### src/hdl/ffba_pkg.sv
// shared types, constants and codes for the first-fit block allocator
// used by every module under hdl except ffba_ram; no dependencies
`default_nettype none

package ffba_pkg;

    localparam int HEAP_BYTES   = 1048576;
    localparam int MAX_BLOCKS   = 64;
    localparam int CHUNK_BYTES  = 65536;
    localparam int PAGE_BYTES   = 4096;
    localparam int ALIGN_BYTES  = 16;
    localparam int HEADER_BYTES = 32;

    localparam int OFF_W  = 20;
    localparam int SIZE_W = 21;
    localparam int REQ_W  = 21;
    localparam int STAT_W = 2;
    localparam int NEED_W = 22;
    localparam int WIDE_W = 26;
    localparam int IDX_W  = $clog2(MAX_BLOCKS);
    localparam int PTR_W  = $clog2(MAX_BLOCKS + 1);

    localparam logic [PTR_W-1:0] NIL      = PTR_W'(MAX_BLOCKS);
    localparam logic [IDX_W-1:0] LAST_IDX = IDX_W'(MAX_BLOCKS - 1);

    localparam logic [STAT_W-1:0] ST_OK      = 2'd0;
    localparam logic [STAT_W-1:0] ST_IGNORED = 2'd1;
    localparam logic [STAT_W-1:0] ST_OOM     = 2'd2;
    localparam logic [STAT_W-1:0] ST_UNKNOWN = 2'd3;

    localparam logic CMD_ALLOC = 1'b0;
    localparam logic CMD_FREE  = 1'b1;

    typedef struct packed {
        logic [OFF_W-1:0]  off;
        logic [SIZE_W-1:0] size;
        logic [PTR_W-1:0]  next;
    } t_entry;

    typedef enum logic [4:0] {
        S_IDLE, S_DECODE,
        S_WALK_RD, S_WALK_CHK, S_NEW_SCAN, S_TAIL_RD, S_TAIL_CHK,
        S_SPLIT_CHK, S_SPLIT_SCAN, S_SPLIT_W2, S_GRANT,
        S_LOOK_RD, S_LOOK_CHK, S_FWD, S_FWD_CHK, S_BWD, S_BWD_CHK, S_BWD_END,
        S_RESULT
    } t_state;

    typedef enum logic [4:0] {
        OP_NONE, OP_ACCEPT, OP_RES_IGNORED, OP_RES_OOM, OP_RES_UNKNOWN,
        OP_WALK_RD, OP_WALK_NEXT, OP_WALK_HIT,
        OP_SCAN_START, OP_SCAN_STEP, OP_NEW_CHUNK,
        OP_TAIL_RD, OP_TAIL_NEXT, OP_TAIL_LINK,
        OP_SPLIT_W1, OP_SPLIT_W2, OP_GRANT,
        OP_LOOK_RD, OP_LOOK_NEXT, OP_LOOK_HIT,
        OP_FWD_RD, OP_FWD_MERGE,
        OP_BWD_INIT, OP_BWD_RD, OP_BWD_NEXT, OP_BWD_MERGE,
        OP_RES_LOAD
    } t_op;

    typedef struct packed {
        t_op op;
    } t_dp_cmd;

    typedef struct packed {
        logic cmd_free;
        logic req_zero;
        logic addr_null;
        logic cur_end;
        logic fit;
        logic scan_hit;
        logic scan_last;
        logic new_ok;
        logic head_nil;
        logic tail_more;
        logic split_ok;
        logic look_hit;
        logic look_last;
        logic fwd_stop;
        logic fwd_touch;
        logic bwd_stop;
        logic bwd_merge;
        logic can_load;
    } t_dp_stat;

endpackage

`default_nettype wire

### src/hdl/ffba_ctrl.sv
// allocator sequencer: walks, scans and merges, one datapath op per cycle
// depends on ffba_pkg
`default_nettype none

module ffba_ctrl (
    input  wire logic               i_clk,
    input  wire logic               i_rst_n,
    input  wire logic               i_in_valid,
    output logic                    o_in_stall,
    input  wire ffba_pkg::t_dp_stat i_stat,
    output ffba_pkg::t_dp_cmd       o_cmd
);

    ffba_pkg::t_state r_state, n_state;

    always_ff @(posedge i_clk) begin
        if (!i_rst_n) begin
            r_state <= ffba_pkg::S_IDLE;
        end else begin
            r_state <= n_state;
        end
    end

    always_comb begin
        n_state = r_state;
        case (r_state)
            ffba_pkg::S_IDLE:
                if (i_in_valid) n_state = ffba_pkg::S_DECODE;
            ffba_pkg::S_DECODE: begin
                if (i_stat.cmd_free) begin
                    n_state = i_stat.addr_null ? ffba_pkg::S_RESULT : ffba_pkg::S_LOOK_RD;
                end else begin
                    n_state = i_stat.req_zero ? ffba_pkg::S_RESULT : ffba_pkg::S_WALK_RD;
                end
            end
            ffba_pkg::S_WALK_RD:
                n_state = i_stat.cur_end ? ffba_pkg::S_NEW_SCAN : ffba_pkg::S_WALK_CHK;
            ffba_pkg::S_WALK_CHK:
                n_state = i_stat.fit ? ffba_pkg::S_SPLIT_CHK : ffba_pkg::S_WALK_RD;
            ffba_pkg::S_NEW_SCAN: begin
                if (i_stat.scan_hit) begin
                    if (!i_stat.new_ok)       n_state = ffba_pkg::S_RESULT;
                    else if (i_stat.head_nil) n_state = ffba_pkg::S_SPLIT_CHK;
                    else                      n_state = ffba_pkg::S_TAIL_RD;
                end else if (i_stat.scan_last) begin
                    n_state = ffba_pkg::S_RESULT;
                end
            end
            ffba_pkg::S_TAIL_RD:  n_state = ffba_pkg::S_TAIL_CHK;
            ffba_pkg::S_TAIL_CHK:
                n_state = i_stat.tail_more ? ffba_pkg::S_TAIL_RD : ffba_pkg::S_SPLIT_CHK;
            ffba_pkg::S_SPLIT_CHK:
                n_state = i_stat.split_ok ? ffba_pkg::S_SPLIT_SCAN : ffba_pkg::S_GRANT;
            ffba_pkg::S_SPLIT_SCAN: begin
                if (i_stat.scan_hit)       n_state = ffba_pkg::S_SPLIT_W2;
                else if (i_stat.scan_last) n_state = ffba_pkg::S_GRANT;
            end
            ffba_pkg::S_SPLIT_W2: n_state = ffba_pkg::S_GRANT;
            ffba_pkg::S_GRANT:    n_state = ffba_pkg::S_RESULT;
            ffba_pkg::S_LOOK_RD:  n_state = ffba_pkg::S_LOOK_CHK;
            ffba_pkg::S_LOOK_CHK: begin
                if (i_stat.look_hit)       n_state = ffba_pkg::S_FWD;
                else if (i_stat.look_last) n_state = ffba_pkg::S_RESULT;
                else                       n_state = ffba_pkg::S_LOOK_RD;
            end
            ffba_pkg::S_FWD:
                n_state = i_stat.fwd_stop ? ffba_pkg::S_BWD : ffba_pkg::S_FWD_CHK;
            ffba_pkg::S_FWD_CHK:
                n_state = i_stat.fwd_touch ? ffba_pkg::S_FWD : ffba_pkg::S_BWD;
            ffba_pkg::S_BWD:
                n_state = i_stat.bwd_stop ? ffba_pkg::S_BWD_END : ffba_pkg::S_BWD_CHK;
            ffba_pkg::S_BWD_CHK:  n_state = ffba_pkg::S_BWD;
            ffba_pkg::S_BWD_END:  n_state = ffba_pkg::S_RESULT;
            ffba_pkg::S_RESULT:
                if (i_stat.can_load) n_state = ffba_pkg::S_IDLE;
            default: n_state = ffba_pkg::S_IDLE;
        endcase
    end

    always_comb begin
        o_cmd.op   = ffba_pkg::OP_NONE;
        o_in_stall = (r_state != ffba_pkg::S_IDLE);
        case (r_state)
            ffba_pkg::S_IDLE:
                if (i_in_valid) o_cmd.op = ffba_pkg::OP_ACCEPT;
            ffba_pkg::S_DECODE: begin
                if (i_stat.cmd_free ? i_stat.addr_null : i_stat.req_zero) begin
                    o_cmd.op = ffba_pkg::OP_RES_IGNORED;
                end
            end
            ffba_pkg::S_WALK_RD:
                o_cmd.op = i_stat.cur_end ? ffba_pkg::OP_SCAN_START : ffba_pkg::OP_WALK_RD;
            ffba_pkg::S_WALK_CHK:
                o_cmd.op = i_stat.fit ? ffba_pkg::OP_WALK_HIT : ffba_pkg::OP_WALK_NEXT;
            ffba_pkg::S_NEW_SCAN: begin
                if (i_stat.scan_hit) begin
                    o_cmd.op = i_stat.new_ok ? ffba_pkg::OP_NEW_CHUNK : ffba_pkg::OP_RES_OOM;
                end else if (i_stat.scan_last) begin
                    o_cmd.op = ffba_pkg::OP_RES_OOM;
                end else begin
                    o_cmd.op = ffba_pkg::OP_SCAN_STEP;
                end
            end
            ffba_pkg::S_TAIL_RD: o_cmd.op = ffba_pkg::OP_TAIL_RD;
            ffba_pkg::S_TAIL_CHK:
                o_cmd.op = i_stat.tail_more ? ffba_pkg::OP_TAIL_NEXT : ffba_pkg::OP_TAIL_LINK;
            ffba_pkg::S_SPLIT_CHK:
                if (i_stat.split_ok) o_cmd.op = ffba_pkg::OP_SCAN_START;
            ffba_pkg::S_SPLIT_SCAN: begin
                // table full: the whole block is granted
                if (i_stat.scan_hit)        o_cmd.op = ffba_pkg::OP_SPLIT_W1;
                else if (!i_stat.scan_last) o_cmd.op = ffba_pkg::OP_SCAN_STEP;
            end
            ffba_pkg::S_SPLIT_W2: o_cmd.op = ffba_pkg::OP_SPLIT_W2;
            ffba_pkg::S_GRANT:    o_cmd.op = ffba_pkg::OP_GRANT;
            ffba_pkg::S_LOOK_RD:  o_cmd.op = ffba_pkg::OP_LOOK_RD;
            ffba_pkg::S_LOOK_CHK: begin
                if (i_stat.look_hit)       o_cmd.op = ffba_pkg::OP_LOOK_HIT;
                else if (i_stat.look_last) o_cmd.op = ffba_pkg::OP_RES_UNKNOWN;
                else                       o_cmd.op = ffba_pkg::OP_LOOK_NEXT;
            end
            ffba_pkg::S_FWD:
                o_cmd.op = i_stat.fwd_stop ? ffba_pkg::OP_BWD_INIT : ffba_pkg::OP_FWD_RD;
            ffba_pkg::S_FWD_CHK:
                o_cmd.op = i_stat.fwd_touch ? ffba_pkg::OP_FWD_MERGE : ffba_pkg::OP_BWD_INIT;
            ffba_pkg::S_BWD:
                if (!i_stat.bwd_stop) o_cmd.op = ffba_pkg::OP_BWD_RD;
            ffba_pkg::S_BWD_CHK: o_cmd.op = ffba_pkg::OP_BWD_NEXT;
            ffba_pkg::S_BWD_END:
                if (i_stat.bwd_merge) o_cmd.op = ffba_pkg::OP_BWD_MERGE;
            ffba_pkg::S_RESULT:
                if (i_stat.can_load) o_cmd.op = ffba_pkg::OP_RES_LOAD;
            default: o_cmd.op = ffba_pkg::OP_NONE;
        endcase
    end

endmodule

`default_nettype wire

### config.mk
export PLATFORM = sky130hd
export DESIGN_NAME = ffba_ctrl
export DESIGN_NICKNAME = d
export VERILOG_FILES = /design/src/hdl/ffba_pkg.sv /design/src/hdl/ffba_ctrl.sv
export SDC_FILE = /design/constraint.sdc
export NUM_CORES = 1
export LEC_CHECK = 0
export BUFFER_PORTS_ARGS = -buffer_cell sky130_fd_sc_hd__buf_2
export CAP_MARGIN = 20
export CORE_MARGIN = 4
export CORE_UTILIZATION = 30
export CTS_CLUSTER_SIZE = 20
export DETAILED_ROUTE_END_ITERATION = 10
export SLEW_MARGIN = 10
export SYNTH_ARGS = -nofsm -noshare
export SYNTH_HDL_FRONTEND = slang
export SYNTH_SLANG_ARGS = --single-unit
### constraint.sdc
create_clock -name i_clk -period 1.6 [get_ports i_clk]
set_clock_uncertainty 0.05 [all_clocks]
set_input_delay 0.08 -clock i_clk [delete_from_list [all_inputs] [get_ports i_clk]]
set_output_delay 0.08 -clock i_clk [all_outputs]
set_load 0.02 [all_outputs]
==> flow_summary.yaml <==
timing:
  whs_ns: 0.0712
  min_period_ns: 2.03
  setup_viol: 10
  final_hold_viol_count: 0
  period_share_pct: 127
  fin_ws_ns: -0.432
  finalMaxSlewViolations: 0
  tightest_slew_ns: 0.404
  grt_setup_unrepaired: "yes"
  slew_headroom_pct: 72.4
  fmax_mhz: 492
  finalSetupTns_ns: -2.29
placement:
  dp.cells: 230
  placed_area_um2: 1320
  routabilityCongestion: 0.965
  hpwl_um: 2900
  port_buffers: 26
  post-place-ws_ns: -0.287
routing:
  drtAntennaViolNets: 0
  drt_first_pass_iters: 4
  dr_total_vias: 1351
  drtIter0Drc: 36
  wl_um: 3710
  drcViolationCount: 0
  post_drt_wl_per_cell_um: 15.4
  viasPerCell: 5.61
finish:
  fin_area_um2: 1540
  top_regs: "r_state: 5 flops"
  drive_gt1_share_pct: 46.2
  stdcell_count: 241
  syn2layout_area_growth_pct: 73.5
  ff_latch_area_um2: 114
  diodes: 0
  largest_reg_flops: 5
  fillers: 263
  multi_input_area_um2: 823
  fin_nets: 232
  top_register: "r_state"
synthesis:
  synth_top_family_by_area: "simple AND/OR/NAND/NOR gates"
  netlist_instances: 141
  synthMuxAreaShare_pct: 2.26
  synth-adder-area-share_pct: 0
  synth.most_common_cell: "nand2_1"
  yosys.area.top_type: "dfxtp_1"
  synth-edff-count: 0
  synth_common_cells: "nand2_1, nor2_1, nor2b_1"
  synthesis.nets: 162
  synth_area_leaders: "dfxtp_1, nand2_1, nor2_1"
  synth_compound_area_share_pct: 33.1
  ys.flop_type: "dfxtp_1"
  ys_async_sr_fraction_pct: 0
  synthSimpleGateAreaFrac_pct: 45.4
  ys_types: 44
  ys_seq_elements: 5
  synth_seq_area_share_pct: 11.3
  yosysTopAreaCellShare_pct: 11.3
  synthXorXnorAreaFrac_pct: 0.987
  yosys_warnings: 0
  synth_area_per_cell_um2: 6.29
  syn_area_um2: 887
setup_path:
  cp_cell_sequence: "nor2b_1 -> and4_1 -> a41o_1 -> or4b_4 -> buf_6"
  critPathTopFamily: "simple AND/OR/NAND/NOR gates"
  path_class: "reg2out"
  path_buf_inv: 1
  crit_slowest_cell: "or4b_4"
  crit_path_end_kind: "primary output"
  critPathRequiredTime_ns: 1.47
  cpPeakStageDelay_ns: 0.55
  worstPathMaxFanout: 8
  arrival_ns: 1.90
  startpoint_type: "flip-flop"
global_routing:
  antenna_found_initial: 0
  grt_pass1_wl_um: 6130
  grt_usage_pct: 18.7
  grt_max_degree: 11
  grt_pass1_vias: 1326
  overflow: 0
run_status:
  violations: "negative setup slack"
  status: "finished with violations"
cts:
  cts_max_path_buffers: 2
  clk_pin_slew_ns: 0.04
  cts-root-buf: "clkbuf_4"
  cts.sinks: 5
  postCtsHoldBufs: 0
  cts_max_level: 1
  numCtsBuffers: 3
  cts_tree: "built"
  clk_latency_ns: 0.25
power:
  vdd_drop_max_mv: 1.10
  leakage_nw: 0.726
  power_density_nw_per_um2: 1790
floorplan:
  die_x_um: 62.4
  core_um2: 2780
  row_count: 19
  ioPinCount: 27
  die_y_um: 62.4
  die-area_um2: 3890
  start_util_pct: 31.9
worst_hold_path:
  hp-class: "in2reg"
flow_run:
  cap_violations: 0
## report_power, final
| group | total, mW | internal (mW) | switching (mW) | leakage (nW) |
|---|---|---|---|---|
| registers | 0.273 | 0.191 | 0.0819 | 0.0439 |
| logic | 2.33 | 1.16 | 1.17 | 0.667 |
| clock network | 0.152 | 0.0946 | 0.0573 | 0.0150 |
## logic make-up after synthesis
group	Yosys count
simple gates	76
compound gates	44
buf+inv	13
flops	5
mux	2
xor+xnor	1
## metal layers
layer,global-route usage [%],part of all wire (%),vias up
met4,4.51,0.65,0
met2,32.0,49,60
met5,0,0,-
met1,24.5,43,628
li1,-,-,660
met3,2.70,7.3,3
## layout make-up
cell class	instances	share of cell area, %
clock buffers	4	1.71
inverters	4	0.976
multi-input cells	123	53.5
flip-flops and latches	5	7.40
well taps	31	2.52
repair buffers	74	33.9
## layout by cell type, fill, tap and decap left out, types with 2 or more instances in the layout
cell type   n
nand2b_1    4
nand4_1     2
mux2i_1     2
nor3_1      7
o211ai_1    3
clkbuf_4    3
a211oi_2    2
dfxtp_4     3
a21oi_1     6
buf_6       5
a21o_1      5
nor2b_1     9
buf_4      48
o21ai_0     7
nor2_1     14
a31oi_1     4
buf_2      21
nand2_1    17
a211o_1     2
inv_1       4
o22ai_1     2
nand3_1     6
dfxtp_2     2
o21ai_1     2
## worst register-to-register path, cell delays in order (launching register included)
cell and delay, ns:
dfxtp_4 0.36, buf_4 0.15, or3_1 0.42, a2111oi_2 0.24, buf_4 0.17, a211oi_2 0.04, o21ai_1 0.21, a31oi_1 0.08
## repair_timing
action / in CTS / in global routing
endpoints found under the setup margin: 10 / 11
pin swaps: 4 / 4
resized for setup: 28 / 7
setup buffers: 4 / 3
## path summary, 6_finish.rpt
kind              startpoint         end  slack, ns  depth (start not counted)
setup / recovery  r_state[0]    o_cmd[0]      -0.43                          5
hold / removal       i_rst_n  r_state[0]       0.07                          3
setup reg to reg  r_state[4]  r_state[1]      -0.25                          7
hold reg to reg   r_state[4]  r_state[3]       0.69                          4
## stage by stage
stage	util [%]	total power, mW
3_5_place_dp	47.5	2.12
3_3_place_gp	47.5	2.12
4_1_cts	53.5	2.59
2_1_floorplan	-	1.32
6_report	55.3	2.75
5_1_grt	55.3	2.93
(Power assumes the default switching activity.)
